==> config.mk <==
export PLATFORM = sky130hd
export DESIGN_NAME = lifo_stack_with_search
export DESIGN_NICKNAME = d
export VERILOG_FILES = /design/src/hw/rtl/stk_pkg.sv /design/src/hw/rtl/stk_mem.sv /design/src/hw/rtl/stk_ctrl.sv /design/src/hw/rtl/lifo_stack_with_search.sv
export VERILOG_INCLUDE_DIRS = /design/src /design/src/hw/rtl
export SDC_FILE = /design/constraint.sdc
export NUM_CORES = 2
export LEC_CHECK = 0
export BUFFER_PORTS_ARGS = -buffer_cell sky130_fd_sc_hd__buf_2
export CAP_MARGIN = 20
export CORE_ASPECT_RATIO = 0.7
export CORE_MARGIN = 10
export CORE_UTILIZATION = 35
export CTS_CLUSTER_SIZE = 40
export DETAILED_ROUTE_END_ITERATION = 10
export GPL_TIMING_DRIVEN = 0
export PLACE_DENSITY_LB_ADDON = 0.05
export SKIP_LAST_GASP = 1
export SYNTH_ARGS = -nofsm -noshare
export SYNTH_HDL_FRONTEND = slang
export SYNTH_SLANG_ARGS = --single-unit
==> constraint.sdc <==
create_clock -name clock -period 7.1 [get_ports clock]
set_input_delay 1.42 -clock clock [delete_from_list [all_inputs] [get_ports clock]]
set_output_delay 1.42 -clock clock [all_outputs]
set_load 0.005 [all_outputs]
==> src/hw/rtl/assert_macros.svh <==
// Assertion macros shared by the stack RTL; empty under synthesis.
`ifndef ASSERT_MACROS_SVH
`define ASSERT_MACROS_SVH

`ifndef SYNTHESIS

// Property must hold at every clock edge outside reset.
`define ASSERT_PROP(name, clk, rst, prop, msg) \
   name: assert property (@(posedge clk) disable iff (rst) prop) else $error(msg);

// Expression must never be true outside reset.
`define ASSERT_NEVER(name, clk, rst, expr, msg) \
   name: assert property (@(posedge clk) disable iff (rst) !(expr)) else $error(msg);

`else

`define ASSERT_PROP(name, clk, rst, prop, msg)
`define ASSERT_NEVER(name, clk, rst, expr, msg)

`endif

`endif

==> src/hw/rtl/stk_pkg.sv <==
// Types and codes shared by the stack modules.
`default_nettype none

package stk_pkg;

   localparam int DATA_W = 32;

   // Request command codes
   localparam logic [2:0] CMD_PUSH   = 3'd0;
   localparam logic [2:0] CMD_POP    = 3'd1;
   localparam logic [2:0] CMD_SEARCH = 3'd2;
   localparam logic [2:0] CMD_READ   = 3'd3;
   localparam logic [2:0] CMD_STATUS = 3'd4;

   // Response status codes
   localparam logic [2:0] STS_OK       = 3'd0;
   localparam logic [2:0] STS_EMPTY    = 3'd1;
   localparam logic [2:0] STS_FULL     = 3'd2;
   localparam logic [2:0] STS_BADPOS   = 3'd3;
   localparam logic [2:0] STS_NOTFOUND = 3'd4;

   typedef enum logic {
      ST_IDLE,
      ST_EXEC
   } stk_state_type;

   typedef struct packed {
      logic [2:0]               status;
      logic signed [DATA_W-1:0] data_out;
   } stk_result_type;

endpackage

`default_nettype wire

==> src/hw/rtl/stk_mem.sv <==
// Stack storage: one write port, one read port with registered read data.
`default_nettype none

module stk_mem
   import stk_pkg::*;
#(
   parameter int DEPTH = 64,
   parameter int AW    = 6
) (
   input  wire                      clock,
   input  wire                      wr_en,
   input  wire  [AW-1:0]            wr_addr,
   input  wire  signed [DATA_W-1:0] wr_data,
   input  wire                      rd_en,
   input  wire  [AW-1:0]            rd_addr,
   output logic signed [DATA_W-1:0] rd_data
);

   logic signed [DATA_W-1:0] store_ff [DEPTH];
   logic signed [DATA_W-1:0] rd_data_ff;

   // write port
   always_ff @(posedge clock) begin
      if (wr_en) begin
         store_ff[wr_addr] <= wr_data;
      end
   end

   // read port, data held until the next read
   always_ff @(posedge clock) begin
      if (rd_en) begin
         rd_data_ff <= store_ff[rd_addr];
      end
   end

   assign rd_data = rd_data_ff;

endmodule

`default_nettype wire

==> src/hw/rtl/stk_ctrl.sv <==
// Stack sequencer: request latch, entry count, memory access and search walk.
`default_nettype none
`include "assert_macros.svh"

module stk_ctrl
   import stk_pkg::*;
#(
   parameter int DEPTH = 64,
   parameter int AW    = 6,
   parameter int CNT_W = 7
) (
   input  wire                      clock,
   input  wire                      reset,
   // request side
   input  wire                      req_valid,
   output logic                     req_ready,
   input  wire  [2:0]               req_command,
   input  wire  signed [DATA_W-1:0] req_value,
   input  wire  [CNT_W-1:0]         req_position,
   // result side
   output logic                     res_valid,
   input  wire                      res_ready,
   output stk_result_type           res,
   output logic [CNT_W-1:0]         res_count,
   // memory side
   output logic                     mem_wr_en,
   output logic [AW-1:0]            mem_wr_addr,
   output logic signed [DATA_W-1:0] mem_wr_data,
   output logic                     mem_rd_en,
   output logic [AW-1:0]            mem_rd_addr,
   input  wire  signed [DATA_W-1:0] mem_rd_data
);

   localparam logic [CNT_W-1:0] CNT_FULL = CNT_W'(DEPTH);
   localparam logic [CNT_W-1:0] CNT_ONE  = CNT_W'(1);

   stk_state_type            state_ff, state_in;
   logic [2:0]               cmd_ff;
   logic signed [DATA_W-1:0] val_ff;
   logic [CNT_W-1:0]         pos_ff;
   logic [CNT_W-1:0]         count_ff, count_in;
   logic [AW-1:0]            addr_ff;

   logic             accept;
   logic             commit;
   logic             step;
   logic             push_ok;
   logic [CNT_W-1:0] issue_idx;
   logic [CNT_W-1:0] count_after;

   assign req_ready = (state_ff == ST_IDLE);
   assign accept    = req_valid && req_ready;
   assign commit    = res_valid && res_ready;

   // read address for a new word: top for pop and search, top-relative for read
   always_comb begin
      if (req_command == CMD_READ) begin
         issue_idx = count_ff - req_position;
      end else begin
         issue_idx = count_ff - CNT_ONE;
      end
   end

   // result and memory control
   always_comb begin
      res_valid    = 1'b0;
      res.status   = STS_OK;
      res.data_out = '0;
      count_after  = count_ff;
      push_ok      = 1'b0;
      step         = 1'b0;
      if (state_ff == ST_EXEC) begin
         case (cmd_ff)
            CMD_PUSH: begin
               res_valid = 1'b1;
               if (count_ff == CNT_FULL) begin
                  res.status = STS_FULL;
               end else begin
                  push_ok     = 1'b1;
                  count_after = count_ff + CNT_ONE;
               end
            end
            CMD_POP: begin
               res_valid = 1'b1;
               if (count_ff == '0) begin
                  res.status = STS_EMPTY;
               end else begin
                  res.data_out = mem_rd_data;
                  count_after  = count_ff - CNT_ONE;
               end
            end
            CMD_SEARCH: begin
               // one entry compared per cycle, top down
               if (count_ff == '0) begin
                  res_valid  = 1'b1;
                  res.status = STS_EMPTY;
               end else if (mem_rd_data == val_ff) begin
                  res_valid    = 1'b1;
                  res.data_out = val_ff;
               end else if (addr_ff == '0) begin
                  res_valid  = 1'b1;
                  res.status = STS_NOTFOUND;
               end else begin
                  step = 1'b1;
               end
            end
            CMD_READ: begin
               res_valid = 1'b1;
               if (count_ff == '0) begin
                  res.status = STS_EMPTY;
               end else if (pos_ff == '0 || pos_ff > count_ff) begin
                  res.status = STS_BADPOS;
               end else begin
                  res.data_out = mem_rd_data;
               end
            end
            default: begin
               res_valid = 1'b1;
            end
         endcase
      end
   end

   assign res_count   = count_after;
   assign count_in    = commit ? count_after : count_ff;
   assign mem_wr_en   = commit && push_ok;
   assign mem_wr_addr = count_ff[AW-1:0];
   assign mem_wr_data = val_ff;
   assign mem_rd_en   = accept || step;
   assign mem_rd_addr = step ? (addr_ff - AW'(1)) : issue_idx[AW-1:0];

   // next state
   always_comb begin
      state_in = state_ff;
      case (state_ff)
         ST_IDLE: begin
            if (accept) begin
               state_in = ST_EXEC;
            end
         end
         ST_EXEC: begin
            if (commit) begin
               state_in = ST_IDLE;
            end
         end
         default: begin
            state_in = ST_IDLE;
         end
      endcase
   end

   // control registers
   always_ff @(posedge clock) begin
      if (reset) begin
         state_ff <= ST_IDLE;
         count_ff <= '0;
      end else begin
         state_ff <= state_in;
         count_ff <= count_in;
      end
   end

   // request word and walk address
   always_ff @(posedge clock) begin
      if (accept) begin
         cmd_ff <= req_command;
         val_ff <= req_value;
         pos_ff <= req_position;
      end
      if (mem_rd_en) begin
         addr_ff <= mem_rd_addr;
      end
   end

   `ASSERT_NEVER(a_count_bound, clock, reset, count_ff > CNT_FULL, "entry count above depth")

   `ASSERT_PROP(a_push_grows, clock, reset, mem_wr_en |=> count_ff == $past(count_ff) + CNT_ONE, "push did not grow count")

   `ASSERT_PROP(a_stall_holds, clock, reset, res_valid && !res_ready |=> state_ff == ST_EXEC && $stable(count_ff), "stalled result changed state")

endmodule

`default_nettype wire

==> src/hw/rtl/lifo_stack_with_search.sv <==
// LIFO stack with search: top level with response register.
//
// Requests arrive on the req_ channel (valid/ready), one word per request:
// command, value and 1-based position. Each request yields exactly one word
// on the rsp_ channel: status, data_out, entry_count and is_empty.
// Requests are handled one at a time. For push, pop, read and status the
// memory read is issued in the cycle the request is accepted and the result
// is evaluated in the next cycle. The result is then written to the response
// register; rsp_valid is set and req_ready comes back in the same cycle, so a
// new request is taken only once the last one has its result. A search walks
// the stack top down at one entry per cycle through the single memory read
// port and yields its result when an entry matches or the bottom entry has
// been compared, so it compares at most as many entries as the stack holds.
// The response register decouples the two sides: a new request is taken while
// a finished response waits; if rsp_ready stays low, the next request parks
// with its result until the register frees up.
// Reset (synchronous, active high) empties the stack and drops any pending
// response. Memory contents are not cleared; only entries below the count
// ever reach a response.
`default_nettype none

module lifo_stack_with_search
   import stk_pkg::*;
#(
   parameter int DEPTH = 64
) (
   input  wire                                clock,
   input  wire                                reset,
   input  wire                                req_valid,
   output logic                               req_ready,
   input  wire  [2:0]                         req_command,
   input  wire  signed [DATA_W-1:0]           req_value,
   input  wire  [$clog2(DEPTH + 1)-1:0]       req_position,
   output logic                               rsp_valid,
   input  wire                                rsp_ready,
   output logic [2:0]                         rsp_status,
   output logic signed [DATA_W-1:0]           rsp_data_out,
   output logic [$clog2(DEPTH + 1)-1:0]       rsp_entry_count,
   output logic                               rsp_is_empty
);

   localparam int AW    = (DEPTH > 1) ? $clog2(DEPTH) : 1;
   localparam int CNT_W = $clog2(DEPTH + 1);

   logic                     res_valid;
   logic                     slot_free;
   stk_result_type           res;
   logic [CNT_W-1:0]         res_count;
   logic                     mem_wr_en;
   logic [AW-1:0]            mem_wr_addr;
   logic signed [DATA_W-1:0] mem_wr_data;
   logic                     mem_rd_en;
   logic [AW-1:0]            mem_rd_addr;
   logic signed [DATA_W-1:0] mem_rd_data;

   logic                     rsp_valid_ff, rsp_valid_in;
   stk_result_type           rsp_res_ff;
   logic [CNT_W-1:0]         rsp_count_ff;

   stk_ctrl #(
      .DEPTH (DEPTH),
      .AW    (AW),
      .CNT_W (CNT_W)
   ) u_ctrl (
      .clock        (clock),
      .reset        (reset),
      .req_valid    (req_valid),
      .req_ready    (req_ready),
      .req_command  (req_command),
      .req_value    (req_value),
      .req_position (req_position),
      .res_valid    (res_valid),
      .res_ready    (slot_free),
      .res          (res),
      .res_count    (res_count),
      .mem_wr_en    (mem_wr_en),
      .mem_wr_addr  (mem_wr_addr),
      .mem_wr_data  (mem_wr_data),
      .mem_rd_en    (mem_rd_en),
      .mem_rd_addr  (mem_rd_addr),
      .mem_rd_data  (mem_rd_data)
   );

   stk_mem #(
      .DEPTH (DEPTH),
      .AW    (AW)
   ) u_mem (
      .clock   (clock),
      .wr_en   (mem_wr_en),
      .wr_addr (mem_wr_addr),
      .wr_data (mem_wr_data),
      .rd_en   (mem_rd_en),
      .rd_addr (mem_rd_addr),
      .rd_data (mem_rd_data)
   );

   // response register: free when empty or being drained this cycle
   assign slot_free = !rsp_valid_ff || rsp_ready;

   always_comb begin
      if (res_valid && slot_free) begin
         rsp_valid_in = 1'b1;
      end else if (rsp_ready) begin
         rsp_valid_in = 1'b0;
      end else begin
         rsp_valid_in = rsp_valid_ff;
      end
   end

   always_ff @(posedge clock) begin
      if (reset) begin
         rsp_valid_ff <= 1'b0;
      end else begin
         rsp_valid_ff <= rsp_valid_in;
      end
   end

   always_ff @(posedge clock) begin
      if (res_valid && slot_free) begin
         rsp_res_ff   <= res;
         rsp_count_ff <= res_count;
      end
   end

   assign rsp_valid       = rsp_valid_ff;
   assign rsp_status      = rsp_res_ff.status;
   assign rsp_data_out    = rsp_res_ff.data_out;
   assign rsp_entry_count = rsp_count_ff;
   assign rsp_is_empty    = (rsp_count_ff == '0);

endmodule

`default_nettype wire

== Word level (Yosys, flattened, before mapping) ==
Memories as Yosys holds them, arrays and structs flattened. A register that Yosys moved wholly into a read port is not among the register bits.
Cells that the tools add are included.
Word-level totals
  register bits after elaboration: 99
  bits in writable memories: 2048
  input bits: 46
  word-level logic and storage cells: 76
  memories kept: 1
Memory list
  u_mem.store_ff: depth 64, width 32, rd ports 1, clocked after Yosys merged registers in 1, write ports 1, line stk_mem.sv:19  | logic signed [DATA_W-1:0] store_ff [DEPTH];
Cells by class
  add/subtract/negate cells: 4
  $lt $le $gt $ge: 1
  equality and inequality tests: 6
  multiplexer cells: 40
  bitwise logic cells: 1
  reductions and logical operators: 13
Operators with widths (number)
  32-bit 2-to-1 mux: 5
  32-bit one-hot mux with 3 select lines: 1
  32-bit equality test: 1
  7-bit logical NOT: 3
  7-bit 2-to-1 mux: 3
  1-bit 2-to-1 mux: 20
  7-bit one-hot mux with 2 select lines: 1
  3-bit 2-to-1 mux: 4
  6-bit 2-to-1 mux: 2
  3-bit one-hot mux with 4 select lines: 1
  3-bit by 2-bit equality test with 1-bit output, second input constant: 3
  7-bit by 1-bit adder with 7-bit output, second input constant: 1
  7-bit equality test, second input constant: 1
  7-bit greater-than comparator: 1
  7-bit by 1-bit subtractor with 7-bit output, second input constant: 1
  6-bit logical NOT: 1
  6-bit by 1-bit subtractor with 6-bit output, second input constant: 1
  6-bit subtractor: 1
  2-bit 2-to-1 mux: 2
  3-bit by 1-bit equality test with 1-bit output, second input constant: 1
  1-bit logical AND: 3
  3-bit logical NOT: 1
  1-bit logical OR: 3
  1-bit one-hot mux with 2 select lines: 1
  3 further kinds: 3

== Depth between registers and ports, before layout ==
  depth after elaboration: 10
  mapped depth: 18
  depth with buffers taken out: 15

== Cells and area by module ==
A second synthesis with hierarchy kept.
Second synthesis, totals
  cell total of the unflattened synthesis: 3720
  area, all modules: 83900.5 um^2
By module, submodules not included
  stk_mem: instances 1, cells an instance 3324, area each 78835.6 um^2, seq. area each 62459.9 um^2
  stk_ctrl: instances 1, cells an instance 347, area each 3738.6 um^2, seq. area each 1601.5 um^2
  lifo_stack_with_search: instances 1, cells an instance 49, area each 1326.3 um^2, seq. area each 1281.2 um^2

== Worst setup path after synthesis ==
OpenSTA, ideal clock, no wires.
  path kind: reg-to-reg
  start: reg u_ctrl.val_ff[6] (netlist: u_ctrl.mem_wr_data[6])
  end: mem u_mem.store_ff[57][0] (enable)
  setup time: 0.421 ns
  data arrival time: 4.347 ns
  data required time: 6.679 ns
  path slack: 2.332 ns
  cell stages (with the launch flop): 11
  path buffers: 0
  clock period less this slack: 4.768 ns
  cell sequence: edfxtp_1 xor2_1 nor4_1 nand4_1 nor2_1 nor2_1 a31oi_1 nand2_1 nor3_1 nand3_1 nor2_1
Between the ends
  cells in the longest elaborated chain, start to end: 9
Ends and longest elaborated chain
  start: declaration: line stk_ctrl.sv:39  | logic signed [DATA_W-1:0] val_ff;
  start signal: assignment: line stk_ctrl.sv:167  | val_ff <= req_value;
  32-bit equality test: line stk_ctrl.sv:97  | end else if (mem_rd_data == val_ff) begin
  1-bit 2-to-1 mux: line stk_ctrl.sv:97
  1-bit 2-to-1 mux: line stk_ctrl.sv:94  | if (count_ff == '0) begin
  1-bit 2-to-1 mux: line stk_ctrl.sv:73  | case (cmd_ff)
  1-bit 2-to-1 mux: line stk_ctrl.sv:72  | if (state_ff == ST_EXEC) begin
  1-bit logical AND: line stk_ctrl.sv:53  | assign commit = res_valid && res_ready;
  1-bit logical AND: line stk_ctrl.sv:126  | assign mem_wr_en = commit && push_ok;
  1-bit 2-to-1 mux: line stk_mem.sv:24  | if (wr_en) begin
  1-bit 2-to-1 mux (not written as such): line stk_mem.sv:25  | store_ff[wr_addr] <= wr_data;
  end: declaration: line stk_mem.sv:19
Every way passes these cells.

== Worst setup path in the final report ==
  start: reg u_ctrl.val_ff[6] (netlist: u_ctrl.mem_wr_data[6])
  end: reg u_mem.rd_data_ff[21] (netlist: u_mem.rd_data[21]), read port of u_mem.store_ff (data pin)
Between the ends
  cells in the longest elaborated chain, start to end: 6
  elaborated cells on any way between the ends: 7
  classes of those cells: eq/ne: 1; mux: 5; reduce/logical: 1
Ends and longest elaborated chain
  32-bit equality test *: line stk_ctrl.sv:97
  1-bit 2-to-1 mux *: line stk_ctrl.sv:97
  1-bit 2-to-1 mux *: line stk_ctrl.sv:94
  1-bit 2-to-1 mux *: line stk_ctrl.sv:73
  1-bit 2-to-1 mux *: line stk_ctrl.sv:72
  6-bit 2-to-1 mux / 1-bit logical OR (equally long branches): line stk_ctrl.sv:130, stk_ctrl.sv:129
  end: declaration: line stk_mem.sv:20  | logic signed [DATA_W-1:0] rd_data_ff;
Mark *: on every way between the ends. The rest lies on a longest branch, timed or not.
A chain may end at the register's enable or synchronous reset.

==> out/qor.yml <==
dp_hpwl_um: 250000
cts_resized: 0
drive_above_1_share_pct: 12.6
start_kind: "flop"
crit_required_ns: 7.70
grt_max_degree: 52
ys.flop_type: "edfxtp_1"
path_depth: 14
setup_viol: 0
antenna_found_initial: 63
numCtsBuffers: 221
grt_pass1_wl_um: 460000
ys_seq_elements: 2179
place_ws_ns: -0.122
hold_buffers: 0
reg2regPathDepth: 14
worst_ep_arrival_time_ns: 7.62
dr_total_vias: 56500
r2r_setup_slack_ns: 0.08
slew_viol_final: 0
synth_edf_count: 2170
endpoint: "u_mem.rd_data[21]$_DFFE_PP_"
cp_slowest_cell: "edfxtp_1"
final_hold_viol_count: 0
holdCritPathClass: "reg -> reg"
ctsLongestPathBuffers: 4
portBuffers: 89
die_height_um: 432
core_um2: 241000
yosysWarnings: 0
dieWidth_um: 608
cts_tree: "done"
rsz0062_at_grt: "false"
status: "finished, final reports clean"
clock_sinks: 2179
pwr_density_cell_nw_per_um2: 279
wirelength_um: 346000
post_cts_buffers: 0
crit_buf_inv: 4
fin_crit_sh_pct: 98.8
post-place-cells: 9503
cts-root-buf: "clkbuf_16"
clk_pin_slew_ns: 0.08
hp-start: "u_ctrl.count_ff[6]$_SDFFE_PP0P_"
cellLeakagePower_uw: 0.0335
synthTopCellsByCount: "edfxtp_1, nand2_1, nand3_1"
path_cells: "buf_16 -> xor2_1 -> nor4_1 -> nand4_1 -> o2111ai_4 -> mux2i_1 -> buf_2 -> buf_2 -> buf_2 -> mux2i_1 -> a32oi_1 -> nand4_1 -> nand4_1 -> or4_1"
path_class: "reg -> reg"
route.detailed.drc: 0
totalPowerFinal_uw: 28300
drt_iter0_drc: 8856
yosysMostFrequentCell: "edfxtp_1"
maxCapViolCount: 0
finalCriticalPeriod_ns: 7.02
insertion_delay_ns: 0.89
ios: 91
yosysSeqAreaShare_pct: 77.1
cpPeakStageDelay_ns: 0.99
multi_input_area_um2: 18200
htree_levels: 4
syn_nets: 6044
yosys.area.top_type_share_pct: 76.9
initial_core_util_pct: 35.1
dr.pass1.iters: 6
yosysTopAreaCell: "edfxtp_1"
num_rows: 151
critPathMaxFanout: 17
syn_to_final_growth_pct: 19.7
grt_pass1_vias: 51100
overflow: 0
worst_slew_pin_slew_ns: 1.27
r2r-start: "u_ctrl.mem_wr_data[6]$_DFFE_PP_"
timing.max_slew.rel_slack_pct: 15.3
fin_cells: 9924
startpoint: "u_ctrl.mem_wr_data[6]$_DFFE_PP_"
timing.fmax_mhz: 143
via_per_inst: 5.69
cp_top_family: "simple AND/OR/NAND/NOR gates"
routedWlPerCell_um: 34.9
register_area_um2: 65300
finClkSkew_ns: 0.0426
place.gp.congestion: 0.902
ir_drop_uv: 180
dieArea_um2: 263000
ys_top_cells_by_area: "edfxtp_1, nand2_1, a32oi_1"
ant_nets: 0
fill_cells: 22100
synthCells: 5981
cp-end-kind: "flop"
ys_types: 54
r2r-end: "u_mem.rd_data[21]$_DFFE_PP_"
fin_nets: 6579
grt.total_usage_pct: 25.3
synth_area_um2: 84800
async_flop_share_pct: 0
avgSynthCellArea_um2: 14.2
setup_ws_ns: 0.0846
[metrics by stage]
| step | util, % | hold WS [ns] | setup TNS [ns] | instance area [um2] |
|---|---|---|---|---|
| finish | 42.0 | 0.636 | 0 | 101000 |
| global route | 42.0 | 0.656 | 0 | 101000 |
| global placement | 37.0 | 0.609 | -4765.45 | 89200 |
| floorplan | - | 0.499 | 0 | 84800 |
| detailed placement | 39.3 | 0.615 | -0.181 | 94800 |
| CTS | 42.0 | 0.624 | 0 | 101000 |
[layer usage]
| metal | wire length, um | global-route usage, % |
|---|---|---|
| met5 | 57 | 0 |
| met4 | 6860 | 5.07 |
| met3 | 40300 | 6.57 |
| met2 | 134000 | 33.3 |
| met1 | 164000 | 41.0 |
[sequential cells by signal, summed over array words and instances, names as in the netlist]
name / flops
rsp_status: 3
rsp_data_out: 32
u_ctrl.cmd_ff: 3
rsp_entry_count: 7
u_ctrl.addr_ff: 6
u_ctrl.pos_ff: 7
u_ctrl.state_ff: 1
u_ctrl.mem_wr_data: 32
u_mem.rd_data: 32
u_ctrl.count_ff: 7
u_mem.store_ff: 2048
rsp_valid: 1
[tightest hold or removal path: stages, from the launching register on]
cell and delay (ns):
dfxtp_1 0.38, inv_1 0.13, a211oi_1 0.08
[cell families (layout without fill, tap and decap cells)]
group,after synthesis,count (layout),synth area share (%)
AND/OR/NAND/NOR,2499,2499,12.5
adder cells (fa/ha/maj),17,17,0.260
multiplexers,154,154,1.82
XOR/XNOR,45,45,0.465
other,0,26,0
buffers and inverters,399,1103,2.03
AO/OA/AOI/OAI,688,688,5.80
flip-flops,2179,2179,77.1
[cells in the final DEF (no fill, tap or decap), types with 36 or more instances in the layout]
master,count
clkbuf_16,225
nor2_4,65
clkbuf_1,232
clkinv_1,63
nand3_1,376
nand4_1,196
a32oi_1,276
nor2_1,51
buf_2,242
buf_16,133
nand2_1,1701
a21oi_1,246
nor3_1,36
mux2i_1,149
a32o_1,46
clkinv_2,42
xor2_1,37
edfxtp_1,2170
buf_12,52
[cell type report]
class	instances	share of cell area (%)
Sequential cell	2179	64.4
Multi-Input combinational cell	3403	18.0
Clock buffer	273	5.73
Timing Repair Buffer	312	5.49
Tap cell	3213	3.96
Buffer	372	1.60
Clock inverter	119	0.713
Inverter	27	0.0999
Antenna cell	26	0.0641
[how the worst min path moves through the flow]
stage	depth (start not counted)	end
floorplan	2	rsp_valid$_SDFFE_PP0P_
global placement	2	u_ctrl.count_ff[6]$_SDFFE_PP0P_
detailed placement	2	u_ctrl.count_ff[6]$_SDFFE_PP0P_
CTS	2	u_ctrl.count_ff[6]$_SDFFE_PP0P_
global route	2	u_ctrl.count_ff[6]$_SDFFE_PP0P_
finish	2	u_ctrl.count_ff[6]$_SDFFE_PP0P_
[power by group]
part	internal [uW]	switching (uW)
clock network	6010	5080
logic	697	2120
registers	14300	118
total	21000	7310
(Power assumes the default switching activity.)
